[src/hdl/assert_macros.svh]
// Assertion macros used by the flick start tracker RTL.
`ifndef ASSERT_MACROS_SVH
`define ASSERT_MACROS_SVH
`ifndef SYNTHESIS
// Property checked on every rising clk_i edge, off while rst_ni is low.
`define TFST_ASSERT(lbl, prop, msg) \
  lbl: assert property (@(posedge clk_i) disable iff (!rst_ni) (prop)) else $error(msg);
// Same-cycle implication: when ante holds, cons must hold too.
`define TFST_ASSERT_IMP(lbl, ante, cons, msg) \
  lbl: assert property (@(posedge clk_i) disable iff (!rst_ni) (ante) |-> (cons)) \
    else $error(msg);
`else
`define TFST_ASSERT(lbl, prop, msg)
`define TFST_ASSERT_IMP(lbl, ante, cons, msg)
`endif
`endif

[src/hdl/tfst_pkg.sv]
// Shared constants, types and helpers of the flick start tracker.
package tfst_pkg;

  localparam int unsigned POS_W   = 16;
  localparam int unsigned TIME_W  = 32;
  localparam int unsigned DIST_W  = 16;
  localparam int unsigned SCALE_W = 20;
  localparam int unsigned SPEED_W = 37;
  localparam int unsigned PROD_W  = DIST_W + SCALE_W;
  localparam int unsigned CNT_W   = $clog2(SPEED_W + 1);

  localparam logic [SCALE_W-1:0] SPEED_SCALE = SCALE_W'(1000000);

  // Drag direction codes
  localparam logic [1:0] DIR_NONE = 2'd0;
  localparam logic [1:0] DIR_FWD  = 2'd1;
  localparam logic [1:0] DIR_BACK = 2'd2;

  // Request kinds
  localparam logic REQ_START = 1'b0;
  localparam logic REQ_DRAG  = 1'b1;

  // Configuration register indexes
  localparam logic [1:0] CFG_DRAG_THR   = 2'd0;
  localparam logic [1:0] CFG_MAX_DUR    = 2'd1;
  localparam logic [1:0] CFG_SPEEDUP    = 2'd2;
  localparam logic [1:0] CFG_IGNORE_CNT = 2'd3;

  // Divider control and status
  typedef struct packed {
    logic                 start;
    logic [SPEED_W-1:0]   dividend;
    logic [TIME_W-1:0]    divisor;
  } div_ctl_t;

  typedef struct packed {
    logic                 busy;
    logic                 done;
  } div_stat_t;

  // Unsigned distance between two signed coordinates
  function automatic logic [DIST_W-1:0] abs_diff(input logic signed [POS_W-1:0] a,
                                                 input logic signed [POS_W-1:0] b);
    logic signed [POS_W:0] d;
    d = {a[POS_W-1], a} - {b[POS_W-1], b};
    abs_diff = d[POS_W] ? DIST_W'(-d) : DIST_W'(d);
  endfunction

endpackage

[src/hdl/touch_flick_start_tracker.sv]
// Top level of the flick start tracker: sequencer, state and output register.
//
// Input channel s_axis: one item per touch event. tuser carries the request
// kind (0 start of gesture, 1 drag), tdata the coordinate and timestamp.
// Output channel m_axis: exactly one result item per input item, in order,
// with the flick start coordinate, the move time and the drag direction.
// Configuration: cfg_we_i writes register cfg_idx_i with cfg_data_i at once.
//
// Steps: a start item goes from idle to the result step; a drag item that
// turns or adopts a new start passes the drag step first; any other drag
// item also passes the product step, the 37-step serial divider that forms
// the speed, and the speed step. s_axis_tready is high only while idle.
// A finished result sits in the output register; the next item is accepted
// while it waits. If the receiver stalls, the following result waits in the
// last sequencer step until the output register is free. Reset clears all
// tracker state to a start at coordinate and time zero, loads the defaults;
// the user, not the block, sees that no item is accepted while reset is low.
module touch_flick_start_tracker import tfst_pkg::*; (
  input  logic        clk_i,
  input  logic        rst_ni,
  input  logic        s_axis_tvalid,
  output logic        s_axis_tready,
  input  logic [47:0] s_axis_tdata,   // position[15:0], timestamp[47:16]
  input  logic        s_axis_tuser,   // req_type[0]
  output logic        m_axis_tvalid,
  input  logic        m_axis_tready,
  output logic [55:0] m_axis_tdata,   // start_position[15:0], move_time[47:16],
                                      // drag_direction[49:48], zero fill
  input  logic        cfg_we_i,
  input  logic [1:0]  cfg_idx_i,
  input  logic [31:0] cfg_data_i
);

`include "assert_macros.svh"

  localparam logic [2:0] ST_IDLE = 3'd0;
  localparam logic [2:0] ST_DRAG = 3'd1;
  localparam logic [2:0] ST_MUL  = 3'd2;
  localparam logic [2:0] ST_DIV  = 3'd3;
  localparam logic [2:0] ST_SPD  = 3'd4;
  localparam logic [2:0] ST_OUT  = 3'd5;

  logic [2:0] state_q, state_d;

  // Configuration registers
  logic [15:0]       drag_thr_q;
  logic [TIME_W-1:0] max_dur_q;
  logic [15:0]       speedup_inc_q;
  logic [3:0]        ignore_cnt_q;

  // Latched input item
  logic signed [POS_W-1:0] in_pos_q;
  logic [TIME_W-1:0]       in_time_q;

  // Tracker state
  logic signed [POS_W-1:0] last_pos_q, turn_pos_q, ns_pos_q, su_pos_q, ss_pos_q;
  logic [TIME_W-1:0]       last_time_q, turn_time_q, ns_time_q, su_time_q, ss_time_q;
  logic [1:0]              dir_q;
  logic                    turn_reg_q, su_reg_q;
  logic [SPEED_W-1:0]      prev_speed_q;
  logic [3:0]              ignore_left_q;

  logic [PROD_W-1:0]       prod_q;
  logic                    div_start_q;
  logic                    out_valid_q;
  logic [55:0]             out_data_q;

  div_ctl_t           div_ctl;
  div_stat_t          div_stat;
  logic [SPEED_W-1:0] quotient;

  logic s_accept;
  logic out_free;
  assign s_accept      = s_axis_tvalid && s_axis_tready;
  assign s_axis_tready = (state_q == ST_IDLE);
  assign out_free      = !out_valid_q || m_axis_tready;

  // Drag step: direction, turn point and normal start
  logic [1:0]              nd, dir_n;
  logic                    changed, registered;
  logic signed [POS_W-1:0] turn_pos_n;
  logic [TIME_W-1:0]       turn_time_n;
  logic                    turn_reg_n;

  always_comb begin
    nd = DIR_NONE;
    if (in_pos_q > last_pos_q && dir_q != DIR_FWD) begin
      nd = DIR_FWD;
    end else if (in_pos_q < last_pos_q && dir_q != DIR_BACK) begin
      nd = DIR_BACK;
    end
    changed     = (nd != DIR_NONE) && (dir_q != DIR_NONE);
    dir_n       = (nd != DIR_NONE) ? nd : dir_q;
    turn_pos_n  = changed ? in_pos_q : turn_pos_q;
    turn_time_n = changed ? in_time_q : turn_time_q;
    turn_reg_n  = changed ? 1'b0 : turn_reg_q;
    registered  = !turn_reg_n && (turn_pos_n != ns_pos_q) && (drag_thr_q != '0) &&
                  (abs_diff(turn_pos_n, in_pos_q) > drag_thr_q);
  end

  // Speed step: speed-up detection and speed-up start
  logic [TIME_W-1:0]       dt;
  logic [SPEED_W-1:0]      speed;
  logic [3:0]              ignore_dec, ignore_n;
  logic                    su_hit, su_adopt;
  logic signed [POS_W-1:0] su_pos_n, ss_pos_n;
  logic [TIME_W-1:0]       su_time_n, ss_time_n;
  logic                    su_reg_n;

  assign dt = in_time_q - last_time_q;

  always_comb begin
    speed      = (dt != '0) ? quotient : '0;
    ignore_dec = (ignore_left_q != '0) ? ignore_left_q - 4'd1 : ignore_left_q;
    su_hit     = (ignore_dec == '0) && (prev_speed_q != '0) &&
                 ({1'b0, speed} > ({1'b0, prev_speed_q} + (SPEED_W + 1)'(speedup_inc_q))) &&
                 (((dir_q == DIR_FWD) && (in_pos_q > last_pos_q)) ||
                  ((dir_q == DIR_BACK) && (in_pos_q < last_pos_q)));
    su_pos_n  = su_hit ? last_pos_q : su_pos_q;
    su_time_n = su_hit ? last_time_q : su_time_q;
    su_reg_n  = su_hit ? 1'b0 : su_reg_q;
    ignore_n  = su_hit ? ignore_cnt_q : ignore_dec;
    ss_pos_n  = su_hit ? ns_pos_q : ss_pos_q;
    ss_time_n = su_hit ? ns_time_q : ss_time_q;
    su_adopt  = !su_reg_n && (su_pos_n != ss_pos_n) && (drag_thr_q != '0) &&
                (abs_diff(su_pos_n, in_pos_q) > drag_thr_q);
  end

  // Result selection by the maximum-duration rule
  logic [TIME_W-1:0]       normal_time, mt;
  logic signed [POS_W-1:0] sp;

  always_comb begin
    normal_time = in_time_q - ns_time_q;
    if (normal_time > max_dur_q) begin
      sp = ss_pos_q;
      mt = in_time_q - ss_time_q;
    end else begin
      sp = ns_pos_q;
      mt = normal_time;
    end
  end

  // Sequencer next state
  always_comb begin
    state_d = state_q;
    unique case (state_q)
      ST_IDLE: begin
        if (s_accept) begin
          state_d = (s_axis_tuser == REQ_START) ? ST_OUT : ST_DRAG;
        end
      end
      ST_DRAG: state_d = (changed || registered) ? ST_OUT : ST_MUL;
      ST_MUL:  state_d = ST_DIV;
      ST_DIV: begin
        if (div_stat.done) begin
          state_d = ST_SPD;
        end
      end
      ST_SPD:  state_d = ST_OUT;
      ST_OUT: begin
        if (out_free) begin
          state_d = ST_IDLE;
        end
      end
      default: state_d = ST_IDLE;
    endcase
  end

  // Divider hookup
  assign div_ctl.start    = div_start_q;
  assign div_ctl.dividend = SPEED_W'(prod_q);
  assign div_ctl.divisor  = dt;

  tfst_div u_div (
    .clk_i      (clk_i),
    .rst_ni     (rst_ni),
    .ctl_i      (div_ctl),
    .stat_o     (div_stat),
    .quotient_o (quotient)
  );

  // Product register in front of the divider
  always_ff @(posedge clk_i) begin
    if (state_q == ST_MUL) begin
      prod_q <= PROD_W'(abs_diff(last_pos_q, in_pos_q)) * PROD_W'(SPEED_SCALE);
    end
  end

  // Input latch and output payload
  always_ff @(posedge clk_i) begin
    if (s_accept) begin
      in_pos_q  <= s_axis_tdata[15:0];
      in_time_q <= s_axis_tdata[47:16];
    end
    if (state_q == ST_OUT && out_free) begin
      out_data_q <= {6'd0, dir_q, mt, sp};
    end
  end

  // Sequencer, configuration and tracker state
  always_ff @(posedge clk_i or negedge rst_ni) begin
    if (!rst_ni) begin
      state_q       <= ST_IDLE;
      div_start_q   <= 1'b0;
      out_valid_q   <= 1'b0;
      drag_thr_q    <= 16'd0;
      max_dur_q     <= TIME_W'(125000);
      speedup_inc_q <= 16'd500;
      ignore_cnt_q  <= 4'd3;
      last_pos_q    <= '0;
      last_time_q   <= '0;
      dir_q         <= DIR_NONE;
      turn_pos_q    <= '0;
      turn_time_q   <= '0;
      ns_pos_q      <= '0;
      ns_time_q     <= '0;
      su_pos_q      <= '0;
      su_time_q     <= '0;
      ss_pos_q      <= '0;
      ss_time_q     <= '0;
      turn_reg_q    <= 1'b0;
      su_reg_q      <= 1'b0;
      prev_speed_q  <= '0;
      ignore_left_q <= '0;
    end else begin
      state_q     <= state_d;
      div_start_q <= (state_q == ST_MUL);

      // output register handshake
      if (state_q == ST_OUT && out_free) begin
        out_valid_q <= 1'b1;
      end else if (m_axis_tready) begin
        out_valid_q <= 1'b0;
      end

      // register writes
      if (cfg_we_i) begin
        unique case (cfg_idx_i)
          CFG_DRAG_THR:   drag_thr_q    <= cfg_data_i[15:0];
          CFG_MAX_DUR:    max_dur_q     <= cfg_data_i;
          CFG_SPEEDUP:    speedup_inc_q <= cfg_data_i[15:0];
          CFG_IGNORE_CNT: ignore_cnt_q  <= cfg_data_i[3:0];
          default: ;
        endcase
      end

      // start of gesture
      if (s_accept && s_axis_tuser == REQ_START) begin
        last_pos_q    <= s_axis_tdata[15:0];
        last_time_q   <= s_axis_tdata[47:16];
        dir_q         <= DIR_NONE;
        turn_pos_q    <= s_axis_tdata[15:0];
        turn_time_q   <= s_axis_tdata[47:16];
        ns_pos_q      <= s_axis_tdata[15:0];
        ns_time_q     <= s_axis_tdata[47:16];
        su_pos_q      <= s_axis_tdata[15:0];
        su_time_q     <= s_axis_tdata[47:16];
        ss_pos_q      <= s_axis_tdata[15:0];
        ss_time_q     <= s_axis_tdata[47:16];
        turn_reg_q    <= 1'b0;
        su_reg_q      <= 1'b0;
        prev_speed_q  <= '0;
        ignore_left_q <= '0;
      end

      // drag: direction and turn tracking
      if (state_q == ST_DRAG) begin
        dir_q       <= dir_n;
        turn_pos_q  <= turn_pos_n;
        turn_time_q <= turn_time_n;
        turn_reg_q  <= turn_reg_n;
        if (registered) begin
          ns_pos_q      <= turn_pos_n;
          ns_time_q     <= turn_time_n;
          turn_reg_q    <= 1'b1;
          su_pos_q      <= turn_pos_n;
          su_time_q     <= turn_time_n;
          ss_pos_q      <= turn_pos_n;
          ss_time_q     <= turn_time_n;
          su_reg_q      <= 1'b0;
          ignore_left_q <= '0;
          prev_speed_q  <= '0;
        end
        if (changed || registered) begin
          last_pos_q  <= in_pos_q;
          last_time_q <= in_time_q;
        end
      end

      // drag: speed update
      if (state_q == ST_SPD) begin
        su_pos_q      <= su_pos_n;
        su_time_q     <= su_time_n;
        ignore_left_q <= ignore_n;
        prev_speed_q  <= speed;
        last_pos_q    <= in_pos_q;
        last_time_q   <= in_time_q;
        if (su_adopt) begin
          ss_pos_q  <= su_pos_n;
          ss_time_q <= su_time_n;
          su_reg_q  <= 1'b1;
        end else begin
          ss_pos_q  <= ss_pos_n;
          ss_time_q <= ss_time_n;
          su_reg_q  <= su_reg_n;
        end
      end
    end
  end

  assign m_axis_tvalid = out_valid_q;
  assign m_axis_tdata  = out_data_q;

  // Checks
  `TFST_ASSERT(a_busy_after_accept, s_accept |=> !s_axis_tready,
               "tracker ready in the cycle after an accepted item")
  `TFST_ASSERT_IMP(a_div_done_in_div, div_stat.done, state_q == ST_DIV,
                   "divider finished outside the divide step")
  `TFST_ASSERT_IMP(a_div_busy_in_div, div_stat.busy, state_q == ST_DIV,
                   "divider running outside the divide step")
  `TFST_ASSERT(a_dir_code, dir_q != 2'd3, "drag direction holds an unused code")
  `TFST_ASSERT(a_start_to_out,
               (s_accept && s_axis_tuser == REQ_START) |=> state_q == ST_OUT,
               "start item did not go straight to the result step")

endmodule

[src/hdl/tfst_div.sv]
// Restoring serial divider: one quotient bit per cycle.
module tfst_div import tfst_pkg::*; (
  input  logic                 clk_i,
  input  logic                 rst_ni,
  input  div_ctl_t             ctl_i,
  output div_stat_t            stat_o,
  output logic [SPEED_W-1:0]   quotient_o
);

  logic [TIME_W-1:0]  rem_q, rem_d;
  logic [SPEED_W-1:0] quo_q, quo_d;
  logic [TIME_W-1:0]  dsr_q, dsr_d;
  logic [CNT_W-1:0]   cnt_q, cnt_d;
  logic               run_q, run_d;
  logic               done_q, done_d;
  logic [TIME_W:0]    shifted;
  logic [TIME_W:0]    trial;

  // Operand load on start, else one trial subtraction of the shifted remainder
  always_comb begin
    shifted = {rem_q, quo_q[SPEED_W-1]};
    trial   = shifted - {1'b0, dsr_q};
    rem_d   = rem_q;
    quo_d   = quo_q;
    dsr_d   = dsr_q;
    cnt_d   = cnt_q;
    run_d   = run_q;
    done_d  = 1'b0;
    if (ctl_i.start) begin
      rem_d = '0;
      quo_d = ctl_i.dividend;
      dsr_d = ctl_i.divisor;
      cnt_d = CNT_W'(SPEED_W);
      run_d = 1'b1;
    end else if (run_q) begin
      if (!trial[TIME_W]) begin
        rem_d = trial[TIME_W-1:0];
        quo_d = {quo_q[SPEED_W-2:0], 1'b1};
      end else begin
        rem_d = shifted[TIME_W-1:0];
        quo_d = {quo_q[SPEED_W-2:0], 1'b0};
      end
      cnt_d = cnt_q - CNT_W'(1);
      if (cnt_q == CNT_W'(1)) begin
        run_d  = 1'b0;
        done_d = 1'b1;
      end
    end
  end

  // Control state
  always_ff @(posedge clk_i or negedge rst_ni) begin
    if (!rst_ni) begin
      cnt_q  <= '0;
      run_q  <= 1'b0;
      done_q <= 1'b0;
    end else begin
      cnt_q  <= cnt_d;
      run_q  <= run_d;
      done_q <= done_d;
    end
  end

  // Datapath
  always_ff @(posedge clk_i) begin
    rem_q <= rem_d;
    quo_q <= quo_d;
    dsr_q <= dsr_d;
  end

  assign stat_o.busy = run_q;
  assign stat_o.done = done_q;
  assign quotient_o  = quo_q;

endmodule

[config.mk]
export PLATFORM = sky130hd
export DESIGN_NAME = touch_flick_start_tracker
export DESIGN_NICKNAME = d
export VERILOG_FILES = /design/src/hdl/tfst_pkg.sv /design/src/hdl/touch_flick_start_tracker.sv /design/src/hdl/tfst_div.sv
export VERILOG_INCLUDE_DIRS = /design/src /design/src/hdl
export SDC_FILE = /design/constraint.sdc
export NUM_CORES = 2
export LEC_CHECK = 0
export BUFFER_PORTS_ARGS = -buffer_cell sky130_fd_sc_hd__buf_2
export CAP_MARGIN = 40
export CELL_PAD_IN_SITES_DETAIL_PLACEMENT = 0
export CELL_PAD_IN_SITES_GLOBAL_PLACEMENT = 1
export CORE_MARGIN = 2
export CORE_UTILIZATION = 40
export DETAILED_ROUTE_END_ITERATION = 10
export GPL_TIMING_DRIVEN = 0
export PLACE_DENSITY = 0.68
export SYNTH_ARGS = -nofsm -noshare
export SYNTH_HDL_FRONTEND = slang
export SYNTH_SLANG_ARGS = --single-unit
[constraint.sdc]
create_clock -name clk_i -period 11.2 [get_ports clk_i]
set_input_delay 1.12 -clock clk_i [delete_from_list [all_inputs] [get_ports clk_i]]
set_output_delay 1.12 -clock clk_i [all_outputs]
set_load 0.1 [all_outputs]
======== After elaboration in Yosys (flattened, before gate mapping) ========
Cells that the tools add are included.
word-level totals
  register bits ........................... 595
  input bits .............................. 88
cells by class
  add/sub/neg operators ................... 13
  multiply operators ...................... 1
  order comparisons ....................... 6
  equal/unequal tests ..................... 20
  multiplexer cells ....................... 93
  bitwise operators ....................... 1
  reductions and logical operators ........ 41
operators by type and width
  kind                                                                   count
  32-bit 2-to-1 mux                                                      23
  16-bit 2-to-1 mux                                                      25
  37-bit 2-to-1 mux                                                      5
  32-bit subtractor                                                      3
  36-bit 2-to-1 mux                                                      2
  16-bit by 16-bit subtractor with 17-bit output                         3
  16-bit > comparator                                                    3
  16-bit negator                                                         3
  37-bit by 16-bit adder with 38-bit output                              1
  37-bit by 38-bit > comparator with 1-bit output                        1
  37-bit nonzero test                                                    1
  33-bit by 32-bit subtractor with 33-bit output                         1
  32-bit > comparator                                                    1
  16-bit != test                                                         2
  32-bit nonzero test                                                    1
  16-bit by 14-bit multiplier with 30-bit output, second input constant  1
  4-bit 2-to-1 mux                                                       6
  1-bit 2-to-1 mux                                                       19
  3-bit one-hot mux with 6 select lines                                  1
  1-bit logical AND                                                      17
  16-bit < comparator                                                    1
  16-bit nonzero test                                                    1
  3-bit 2-to-1 mux                                                       5
  6-bit 2-to-1 mux                                                       2
  22 further kinds                                                       47

======== Logic depth before layout (Yosys ltp) ========
  depth after elaboration ................. 16
  depth in mapped cells ................... 56

======== Modules after synthesis ========
From an unflattened synthesis, not the netlist that was laid out.
second synthesis, totals
  cell total of the unflattened synthesis .. 4,821
  area, all modules ....................... 45,404.8 um^2
by module, submodules not included
  module                     times used  cells an instance  area an instance (um^2)
  touch_flick_start_tracker  1           4,235              38,999.9
  tfst_div                   1           586                6,404.9

======== Worst setup path after synthesis ========
No wires, ideal clock.
  kind .................................... reg-to-reg
  from .................................... reg in_time_q[1]
  to ...................................... reg ss_time_q[26]
  library setup time ...................... 0.090 ns
  arrival ................................. 10.591 ns
  data required time ...................... 11.110 ns
  setup slack ............................. 0.519 ns
  stages on the path, launching flop included .. 54
  period minus slack after synthesis ...... 10.681 ns
  path through ............................ edfxtp_1 -> ha_1 -> nor2b_1 -> o31a_1 -> o31a_1 -> o211ai_2 -> a21oi_1 -> a31o_1 -> xor2_1 -> or4b_1 -> a2111o_1 -> nor4_2 -> nand2_1 -> buf_2 -> and2_1 -> ha_1 -> a21o_1 -> a21o_1 -> [... 18 more ...] -> o21ai_0 -> a31oi_1 -> clkbuf_1 -> nor2_1 -> xor2_1 -> ha_1 -> a21o_1 -> a21o_1 -> a21oi_1 -> o21ai_0 -> o221ai_1 -> nor2_1 -> mux2i_1 -> and3_1 -> clkbuf_1 -> clkbuf_1 -> a22oi_1 -> o2111ai_1
on the way
  word-level cells in the longest chain between the ends .. 14
  elaborated cells on any way between the ends .. 22
ends and longest elaborated chain
  item                                               RTL line                          RTL
  start: declaration                                 touch_flick_start_tracker.sv:53   logic [TIME_W-1:0] in_time_q;
  start signal: assignment                           touch_flick_start_tracker.sv:194  in_time_q <= s_axis_tdata[47:16];
  32-bit subtractor *                                touch_flick_start_tracker.sv:110  assign dt = in_time_q - last_time_q;
  named net dt[21]                                   touch_flick_start_tracker.sv:102  logic [TIME_W-1:0] dt;
  32-bit nonzero test *                              touch_flick_start_tracker.sv:113  speed = (dt != '0) ? quotient : '0;
  37-bit 2-to-1 mux *                                touch_flick_start_tracker.sv:113
  37-bit by 38-bit > comparator with 1-bit output *  touch_flick_start_tracker.sv:116  ({1'b0, speed} > ({1'b0, prev_speed_q} + (SPEED_W + 1)'(speedup_inc_q))) &&
  1-bit logical AND *                                touch_flick_start_tracker.sv:115  su_hit = (ignore_dec == '0) && (prev_speed_q != '0) &&
  1-bit logical AND *                                touch_flick_start_tracker.sv:116
  16-bit 2-to-1 mux                                  touch_flick_start_tracker.sv:119  su_pos_n = su_hit ? last_pos_q : su_pos_q;
  16-bit by 16-bit subtractor with 17-bit output     tfst_pkg.sv:45                    d = {a[POS_W-1], a} - {b[POS_W-1], b};
  16-bit negator                                     tfst_pkg.sv:46                    abs_diff = d[POS_W] ? DIST_W'(-d) : DIST_W'(d);
  16-bit 2-to-1 mux                                  tfst_pkg.sv:46
  16-bit > comparator                                touch_flick_start_tracker.sv:126  (abs_diff(su_pos_n, in_pos_q) > drag_thr_q);
  1-bit logical AND                                  touch_flick_start_tracker.sv:125  su_adopt = !su_reg_n && (su_pos_n != ss_pos_n) && (drag_thr_q != '0) &&
  32-bit 2-to-1 mux                                  touch_flick_start_tracker.sv:299  if (su_adopt) begin
  32-bit 2-to-1 mux                                  touch_flick_start_tracker.sv:292  if (state_q == ST_SPD) begin
  end signal: assignment                             touch_flick_start_tracker.sv:280  ss_time_q <= turn_time_n;
  end signal: assignment                             touch_flick_start_tracker.sv:301  ss_time_q <= su_time_n;
  end signal: assignment                             touch_flick_start_tracker.sv:305  ss_time_q <= ss_time_n;
  end: declaration                                   touch_flick_start_tracker.sv:57   logic [TIME_W-1:0] last_time_q, turn_time_q, ns_time_q, su_time_q, ss_time_q;
Mark *: on every way through the listed nets, which the timed path passes. The rest lies on a longest branch.
A chain may end at the register's enable or synchronous reset.

======== Worst setup path after layout ========
  from .................................... reg in_time_q[2]
  to ...................................... reg ss_time_q[1]
Same word-level chain as after synthesis.

==> summary.md <==
| Metric | Value |
|---|---|
| Outcome | finished with violations |
| Violations in the final reports | setup timing |
| Clk sinks | 595 |
| Top_reg_cell synth | dfrtp_1 |
| Distinct cells, synth | 87 |
| Critical path endpoint category | flip-flop |
| Vias per cell | 5.765 |
| Routed len/inst | 23.48 um |
| Mapped Cells | 4692 |
| Layout Nets | 5581 |
| F_max | 87.61 MHz |
| Kind of critical path | flip-flop to flip-flop |
| Total CTS buffers | 74 |
| Most frequent cells in the layout | nand2_1, ha_1, inv_1 |
| Area Growth Syn to Fin | 17.00% |
| Clk_lat worst skew | 670 ps |
| H-tree lvl count | 3 |
| Async SR Flop Fraction | 61.51% |
| RSZ-0062 raised after global routing | true |
| Die height | 332.8 um |
| Total track usage | 26.73% |
| Final hold vios | 0 |
| Via count of the first global-routing pass | 36000 |
| Largest family of logic cells by synthesized area | compound AO/OA/AOI/OAI gates |
| # fillers | 10490 |
| Final Worst Setup Slack | -214.3 ps |
| Tmin final | 11410 ps |
| Final Cycle Share | 101.9% |
| Die area | 110700 um2 |
| Final setup fails | 47 |
| Crit path max fanout | 7 |
| Post-detail-place hpwl | 117.4 mm |
| Data arrival, critical path | 11990 ps |
| Pre-antenna DRT Iters | 5 |
| Post-route ant nets | 0 |
| Worst slew pin tran | 1135 ps |
| Post-Synth Simple-Gate Area | 14.82% |
| Hold Buf Count CTS | 0 |
| Worst path most repeated cell | a21o_1 |
| CP delay by family, top | compound AO/OA/AOI/OAI gates |
| Commonest non-fill, non-tap cell in the layout | nand2_1 |
| Cell Area, Synth | 43240 um2 |
| Placeable core area | 107200 um2 |
| CTS tree | built |
| Grt total ovfl | 0 |
| Row count | 120 |
| Initial core utilization | 40.33% |
| Post-synth EDFFs | 196 |
| Mean cell area of the mapped netlist | 9.216 um2 |
| Final wirelength | 152.5 mm |
| Ys Warns | 0 |
| Synth Register Bits | 595 |
| Rel. slew slack | 23.63% |
| Setup TNS | -7065 ps |
| Worst path required time | 11780 ps |
| Drt drc | 0 |
| Post-synthesis compound-gate area fraction | 17.82% |
| Vias after detailed routing | 37440 |
| Worst clock skew | 29.92 ps |
| XOR/XNOR share of the synthesized area | 6.056% |
| I/O Pins | 146 |
| Max Slew Vio Count | 0 |
| Largest net degree at the start of global routing | 103 |
| Post-Synth Adder-Cell Area | 14.55% |
| Multiplexer share of the synthesized area | 5.026% |
| CP Depth | 51 |
| First-pass GRT wire length | 227.0 mm |
| Reg2Reg Depth | 51 |
| Root Driver | clkbuf_16 |
| Dpl ws | -3927 ps |
| Slowest CP cell | or4b_1 |
| CP Launch Type | flip-flop |
| Port Buf Inserts | 139 |
| Highest cell delay on the worst timing path | 610 ps |
| Max Cap Violations | 0 |
| Initial antenna violation count | 8 |
| GPL Wtd Cong | 0.9146 |
| Die X | 332.8 um |
| Clock Pin Slew Worst Setup and Hold Paths | 60 ps |
| CTS Buffer Depth | 3 |
| Hold WC Path Type | primary input to async pin |
| Share of cells above drive strength 1 | 15.17% |
| Buf+Inv Stages, Crit Path | 6 |
| Sequential area share after synthesis | 36.36% |
| Iter 0 DRT Violations | 3550 |
## logic make-up after synthesis
kind of cell,after synthesis
compound gates,1163
buf+inv,602
flops,595
simple gates,1368
xor+xnor,299
mux,199
fa+ha+maj,465
other cells,1
## sequential cells by signal, summed over array words and instances (netlist names), 30 cells and up
signal,flops
prev_speed_q,37
in_time_q,32
su_time_q,32
prod_q,30
u_div.quotient_o,37
u_div.rem_q,32
max_dur_q,32
u_div.dsr_q,32
ss_time_q,32
ns_time_q,32
last_time_q,32
turn_time_q,32
m_axis_tdata,50
## area by class of cell
type                    instances  area [um2]  share of cell area (%)
diodes                          2       5.005                0.009893
plain buffers                 205        1075                   2.124
clock buffers                 107        2118                   4.187
clock inverters                31       311.5                  0.6158
inverters                     391        1474                   2.913
multi-input cells            3501       26230                   51.84
flip-flops and latches        595       15730                   31.10
well taps                    1403        1755                   3.470
repair buffers                260        1892                   3.739
## metrics by stage
step / instance area [um2] / utilization (%) / std cells / hold WS, ps
global placement: 45710 / 42.64 / 6239 / 481.0
floorplan: 43260 / - / 4697 / 450.1
CTS: 49530 / 46.20 / 6445 / 498.5
finish: 50590 / 47.19 / 6495 / 465.3
global route: 50590 / 47.19 / 6493 / 515.2
detailed placement: 46160 / 43.06 / 6272 / 490.6
## synth_stat cells, drive strengths merged, types with 62 or more instances
master,n,area share [%]
nor3,105,1.2
xor2,91,1.8
nor2,382,3.3
a21o,92,1.6
a31oi,121,1.8
nand3,62,0.72
fa,63,2.9
xnor2,208,4.2
a21oi,232,2.7
nand2,451,3.9
dfrtp,351,20
mux2,145,3.8
clkbuf,166,1.4
edfxtp,196,14
ha,402,12
o21ai,241,2.8
inv,391,3.4
a22o,69,1.4
## worst paths after layout
check	startpoint	endpoint	slack (ps)
worst max-delay path	in_time_q[2]	ss_time_q[1]	-210
worst min-delay path	rst_ni	last_pos_q[10]	470
worst min register to register	u_div.rem_q[14]	u_div.rem_q[14]	490
worst max register to register	in_time_q[2]	ss_time_q[1]	-210
min in group clk_i	u_div.rem_q[14]	u_div.rem_q[14]	490
max in group asynchronous	rst_ni	prev_speed_q[28]	9570
## timing repair
item	in CTS	in global routing
resized for setup	153	172
cloned	3	4
setup buffers	35	49
setup endpoints to repair	49	169
pin swaps	41	73
## routing by layer
layer	up-vias	track usage (%)	wire length (um)
met5	-	0	68
met4	10	8.559	4745
met3	244	4.355	10310
met2	1245	40.07	65660
met1	18450	39.12	71700
li1	17490	-	-
Power is not shown: default switching activity piles up to over one toggle a cycle in this logic, so the estimate is an artifact.
